File: src/pgba_pkg.sv
// ----------------------------------------------------------------------------
// pgba_pkg
// Shared types, constants and codes of the particle grid binning block.
// ----------------------------------------------------------------------------
`default_nettype none
package pgba_pkg;

    localparam int GRID_X_DEF = 32;
    localparam int GRID_Y_DEF = 32;
    localparam int GRID_Z_DEF = 32;

    localparam int CELL_W  = 15;
    localparam int COUNT_W = 16;
    localparam int SUM_W   = 48;
    localparam int DATA_W  = 32;
    localparam int CFG_IDX_W = 3;
    localparam int QUEUE_DEPTH = 4;

    localparam logic [COUNT_W-1:0] COUNT_MAX = '1;

    typedef enum logic [1:0] {
        CMD_DEPOSIT = 2'd0,
        CMD_READ    = 2'd1,
        CMD_CLEAR   = 2'd2,
        CMD_NOP     = 2'd3
    } cmd_t;

    typedef enum logic [CFG_IDX_W-1:0] {
        REG_ORIGIN_X = 3'd0,
        REG_ORIGIN_Y = 3'd1,
        REG_ORIGIN_Z = 3'd2,
        REG_INV_X    = 3'd3,
        REG_INV_Y    = 3'd4,
        REG_INV_Z    = 3'd5
    } reg_idx_t;

    typedef struct packed {
        logic [DATA_W-1:0] origin_x;
        logic [DATA_W-1:0] origin_y;
        logic [DATA_W-1:0] origin_z;
        logic [DATA_W-1:0] inv_x;
        logic [DATA_W-1:0] inv_y;
        logic [DATA_W-1:0] inv_z;
    } cfg_t;

    // Classified work item passed from front end to back end.
    typedef struct packed {
        cmd_t                     cmd;
        logic                     in_grid;
        logic [CELL_W-1:0]        cell_idx;
        logic signed [DATA_W-1:0] value;
    } op_t;

    typedef enum logic [2:0] {
        BK_IDLE,
        BK_RD,
        BK_UPD,
        BK_DIV,
        BK_CLR,
        BK_OUT
    } bk_state_t;

endpackage
`default_nettype wire

File: src/pgba_queue.sv
// ----------------------------------------------------------------------------
// pgba_queue
// Short FIFO between the front end and the back end.
// ----------------------------------------------------------------------------
`default_nettype none
module pgba_queue #(
    parameter int DEPTH = pgba_pkg::QUEUE_DEPTH
) (
    input  wire logic          clk,
    input  wire logic          rst_n,
    input  wire logic          in_valid,
    output logic               in_ready,
    input  wire pgba_pkg::op_t in_op,
    output logic               out_valid,
    input  wire logic          out_ready,
    output pgba_pkg::op_t      out_op
);
    localparam int AW = $clog2(DEPTH);
    pgba_pkg::op_t       mem_reg [DEPTH];
    logic [AW-1:0]       wr_reg, rd_reg;
    logic [AW:0]         cnt_reg;
    logic                push, pop;

    assign in_ready  = cnt_reg != (AW+1)'(DEPTH);
    assign out_valid = cnt_reg != '0;
    assign push      = in_valid && in_ready;
    assign pop       = out_valid && out_ready;
    assign out_op    = mem_reg[rd_reg];

    always_ff @(posedge clk or negedge rst_n)
    begin
        if (!rst_n)
        begin
            wr_reg  <= '0;
            rd_reg  <= '0;
            cnt_reg <= '0;
        end
        else
        begin
            if (push) wr_reg <= wr_reg + 1'b1;
            if (pop)  rd_reg <= rd_reg + 1'b1;
            cnt_reg <= cnt_reg + (AW+1)'(push) - (AW+1)'(pop);
        end
    end

    always_ff @(posedge clk)
    begin
        if (push) mem_reg[wr_reg] <= in_op;
    end
endmodule
`default_nettype wire

File: config.mk
export PLATFORM = sky130hd
export DESIGN_NAME = pgba_queue
export DESIGN_NICKNAME = d
export VERILOG_FILES = /design/src/pgba_pkg.sv /design/src/pgba_queue.sv
export SDC_FILE = /design/constraint.sdc
export NUM_CORES = 1
export LEC_CHECK = 0
export BUFFER_PORTS_ARGS = -buffer_cell sky130_fd_sc_hd__buf_2
export CORE_MARGIN = 5
export CORE_UTILIZATION = 55
export DETAILED_ROUTE_END_ITERATION = 8
export GPL_TIMING_DRIVEN = 0
export PLACE_DENSITY = 0.77
export SYNTH_ARGS = -nofsm -noshare
export SYNTH_HDL_FRONTEND = slang
export SYNTH_SLANG_ARGS = --single-unit
export TNS_END_PERCENT = 1
File: constraint.sdc
create_clock -name clk -period 3.3 [get_ports clk]
set_input_delay 0.33 -clock clk [delete_from_list [all_inputs] [get_ports clk]]
set_output_delay 0.33 -clock clk [all_outputs]
set_load 0.1 [all_outputs]
; Yosys cells after proc, flatten, opt, wreduce, memory -nomap -nowiden
; Memory sizes are Yosys's and may differ from the RTL's.
; Cells that the tools add are included.
; W data, S select, Z words.
[totals]
latchBits = 0
memories = 1
ramBits = 200
out_inout_bits = 52
rom_bits = 0
wordCells = 14
register_bits = 7
[mem_list]
columns = memory, depth, word_bits, rd, rd_clocked_by_memory_dff, write_ports, line_no
row1 = mem_reg, 4, 50, 1, 0, 1, pgba_queue.sv:19  ; pgba_pkg::op_t mem_reg [DEPTH];
[op_classes]
shift = 0
div = 0
n_bitwise = 0
order_cmp = 0
mux = 2
n_eq_ne = 1
reduce_logical = 3
add_sub_neg = 4
mul = 0
[ops]
columns = operator, count
row1 = $add A2 B1 Y2 const B, 2
row2 = $add A3 B1 Y3, 1
row3 = $ne A3 B3 Y1 const B, 1
row4 = $reduce_bool A3 Y1, 1
row5 = $sub A3 B1 Y3, 1
row6 = $logic_and A1 B1 Y1, 2
row7 = $mux W1, 2

; Logic depth before layout (Yosys ltp)
[logic_depth]
depth_word = 4
depth_mapped = 9
depth_no_buf = 9

; Least setup slack after synthesis
; Ideal clock, no wire load.
[synth_timing]
kind = reg2reg
start = reg cnt_reg[2]
end = mem mem_reg[0][0] (netlist name) (enable)
slack_ns = 0.962
path_stages_with_launch = 3
setup_time_ns = 0.413
arrival_time_ns = 1.925
cell_sequence = dfrtp_1 > nor3b_2 > and3b_1
[synth_via]
elab_chain_len = 4
[synth_rtl]
columns = element, line_no
row1 = "start, declared", pgba_queue.sv:21  ; logic [AW:0] cnt_reg;
row2 = "start signal, assigned", pgba_queue.sv:42  ; cnt_reg <= cnt_reg + (AW+1)'(push) - (AW+1)'(pop);
row3 = $ne A3 B3 Y1, pgba_queue.sv:24  ; assign in_ready = cnt_reg != (AW+1)'(DEPTH);
row4 = $logic_and A1 B1 Y1, pgba_queue.sv:26  ; assign push = in_valid && in_ready;
row5 = $mux W1, pgba_queue.sv:48  ; if (push) mem_reg[wr_reg] <= in_op;
row6 = $mux W1 (implied by the code), pgba_queue.sv:48
row7 = "end, declared", pgba_queue.sv:19
; No other way between the ends.

==> impl_metrics.json <==
{
  "crit_path_end_kind": "output pin",
  "design_area_um2": 9240,
  "num_vias": 3543,
  "syn_area_um2": 7740,
  "n_antenna_cell": 0,
  "synth-seq-cells": 207,
  "route.detailed.drc": 0,
  "layout.cells.non_filler": 629,
  "clock_path_buffers": 3,
  "dp_slack_ns": 0.959,
  "area_delta_synth_final_pct": 19.3,
  "dp_hpwl_mm": 8.50,
  "maxCapViolCount": 0,
  "final_cell_mix": "200 x edfxtp_1, 110 x buf_2, 48 x mux4_2",
  "final_net_count": 497,
  "fin_util_pct": 66.8,
  "hold_viol": 0,
  "grt_antenna_before_repair": 1,
  "cts_root_buf": "clkbuf_16",
  "grt_overflow": 0,
  "cts_inserted_buffers": 21,
  "synth_nets": 364,
  "first_pass_iters": 4,
  "rsz0062_at_grt": "false",
  "grtUsageTotal_pct": 16.9,
  "postRouteAntennaNets": 0,
  "port_buffers": 105,
  "fin_worst_skew_ns": 0.0189,
  "core_um2": 13800,
  "drtIter0Drc": 214,
  "post_cts_buffers": 0,
  "required_ns": 2.97,
  "rows": 43,
  "finalWorstPathRequiredPeriod_ns": 2.38,
  "place.gp.congestion": 0.727,
  "htreeDepth": 1,
  "synth_cell_type_count": 22,
  "worst_slew_pin_slew_ns": 0.579,
  "crit_type": "reg2out",
  "slew_violations": 0,
  "slew_headroom_pct": 61.4,
  "chipWidth_um": 129,
  "critPathMaxFanout": 10,
  "die_y_um": 129,
  "grt_max_degree": 34,
  "arrival_ns": 2.05,
  "vias_per_cell": 5.63,
  "finalSetupViolCount": 0,
  "grt_pass1_wl_mm": 21.2,
  "place_area_um2": 8580,
  "grt_pass1_vias": 3763,
  "dp.cells": 592,
  "synth_cells": 303,
  "clock_sinks": 207,
  "clk_latency_ns": 0.49,
  "die_area_um2": 16600,
  "cp-start-kind": "register",
  "drive_gt1_share_pct": 45.7,
  "period_share_pct": 72.2,
  "largest_reg_flops": 200,
  "synth_area_per_cell_um2": 25.6,
  "yosys_warnings": 0,
  "fill_cells": 869,
  "max_freq_mhz": 420,
  "ys_seq_area_share_pct": 79.8,
  "avgRoutedWirePerCell_um": 21.7,
  "layout_commonest_cell": "edfxtp_1",
  "start_util_pct": 56.0,
  "io_pins": 106,
  "cts_tree": "built",
  "setup_slack_ns": 0.916,
  "status": "completed",
  "drt-total-wl_mm": 13.6,
  "min_path_type": "in2reg",
  "cts.clk_slew.worst_paths_ns": 0.06
}
==> path summary, 6_finish.rpt <==
check	startpoint	end	slack (ns)	cells after the start
setup / recovery	rd_reg[1]$_DFFE_PN0P_	out_op[5]	0.92	4
hold / removal	in_op[10]	mem_reg[3][10]$_DFFE_PP_	0.06	1
setup reg to reg	cnt_reg[1]$_DFF_PN0_	cnt_reg[2]$_DFF_PN0_	0.94	9
hold reg to reg	wr_reg[1]$_DFFE_PN0P_	wr_reg[1]$_DFFE_PN0P_	0.65	2
max in group asynchronous	rst_n	rd_reg[0]$_DFFE_PN0P_	2.92	2
min in group asynchronous	rst_n	wr_reg[1]$_DFFE_PN0P_	0.21	2
==> Yosys cell counts <==
cell type	count	area [um^2]
mux4_2	48	1080
buf_6	1	11.3
xnor2_1	3	26.3
o311ai_0	1	8.76
nor3b_2	1	12.5
clkbuf_1	1	3.75
inv_1	6	22.5
o211ai_1	2	15.0
edfxtp_1	200	6010
nand2b_1	4	25.0
or3_1	1	6.26
mux4_1	2	52.6
nand4bb_1	2	22.5
dfrtp_1	7	175
xor2_1	1	8.76
buf_12	5	100
buf_2	5	25.0
and3b_1	4	35.0
fa_1	1	20.0
nand2_1	1	3.75
ha_1	6	75.1
o31a_1	1	8.76
==> repair_timing <==
action	4_1_cts	5_1_grt
gates resized for setup	0	0
endpoints found under the hold margin	7	0
endpoints found under the setup margin	0	0
hold buffers	1	0
==> critical path, cell delays in order, from the launching register on <==
cell      delay (ns)
dfrtp_1         0.32
clkbuf_1        0.22
buf_2           0.33
mux4_2          0.28
buf_2           0.43
==> per-stage QoR <==
step / TNS [ns] / hold slack, ns
global route: 0 / 0.0388
detailed placement: 0 / 0.175
CTS: 0 / 0.0388
global placement: -3.39 / 0.172
floorplan: 0 / 0.0344
finish: 0 / 0.0602
==> logic make-up after synthesis <==
group | Yosys count | share of synthesized area [%]
AOI/OAI and AO/OA | 4 | 0.420
xor gates and xnor gates | 4 | 0.452
buffers and inverters | 18 | 2.10
and+or+nand+nor | 13 | 1.36
adders and majority gates | 7 | 1.23
DFF | 207 | 79.8
muxes | 50 | 14.6
==> area by class of cell <==
| type | instances | area (um^2) | share of cell area, % |
|---|---|---|---|
| sequential | 207 | 6180 | 66.9 |
| multi-input combinational | 78 | 1410 | 15.2 |
| timing repair buffer | 110 | 616 | 6.66 |
| clock buffer | 23 | 533 | 5.77 |
| tap | 180 | 225 | 2.44 |
| buffer | 12 | 140 | 1.52 |
| clock inverter | 13 | 114 | 1.23 |
| inverter | 6 | 22.5 | 0.244 |
==> per-layer routing <==
layer  up-vias  global-route usage (%)  part of all wire (%)
li1       1561                       -                     -
met1      1828                    24.0                    42
met2       130                    27.6                    49
met3        22                    3.99                   7.4
met4         2                    3.52                   1.8
met5         -                       0                 0.051
Power is left out: the tool's default activity adds up to more than one toggle a clock period on the data nets, which glitch-free logic cannot reach.
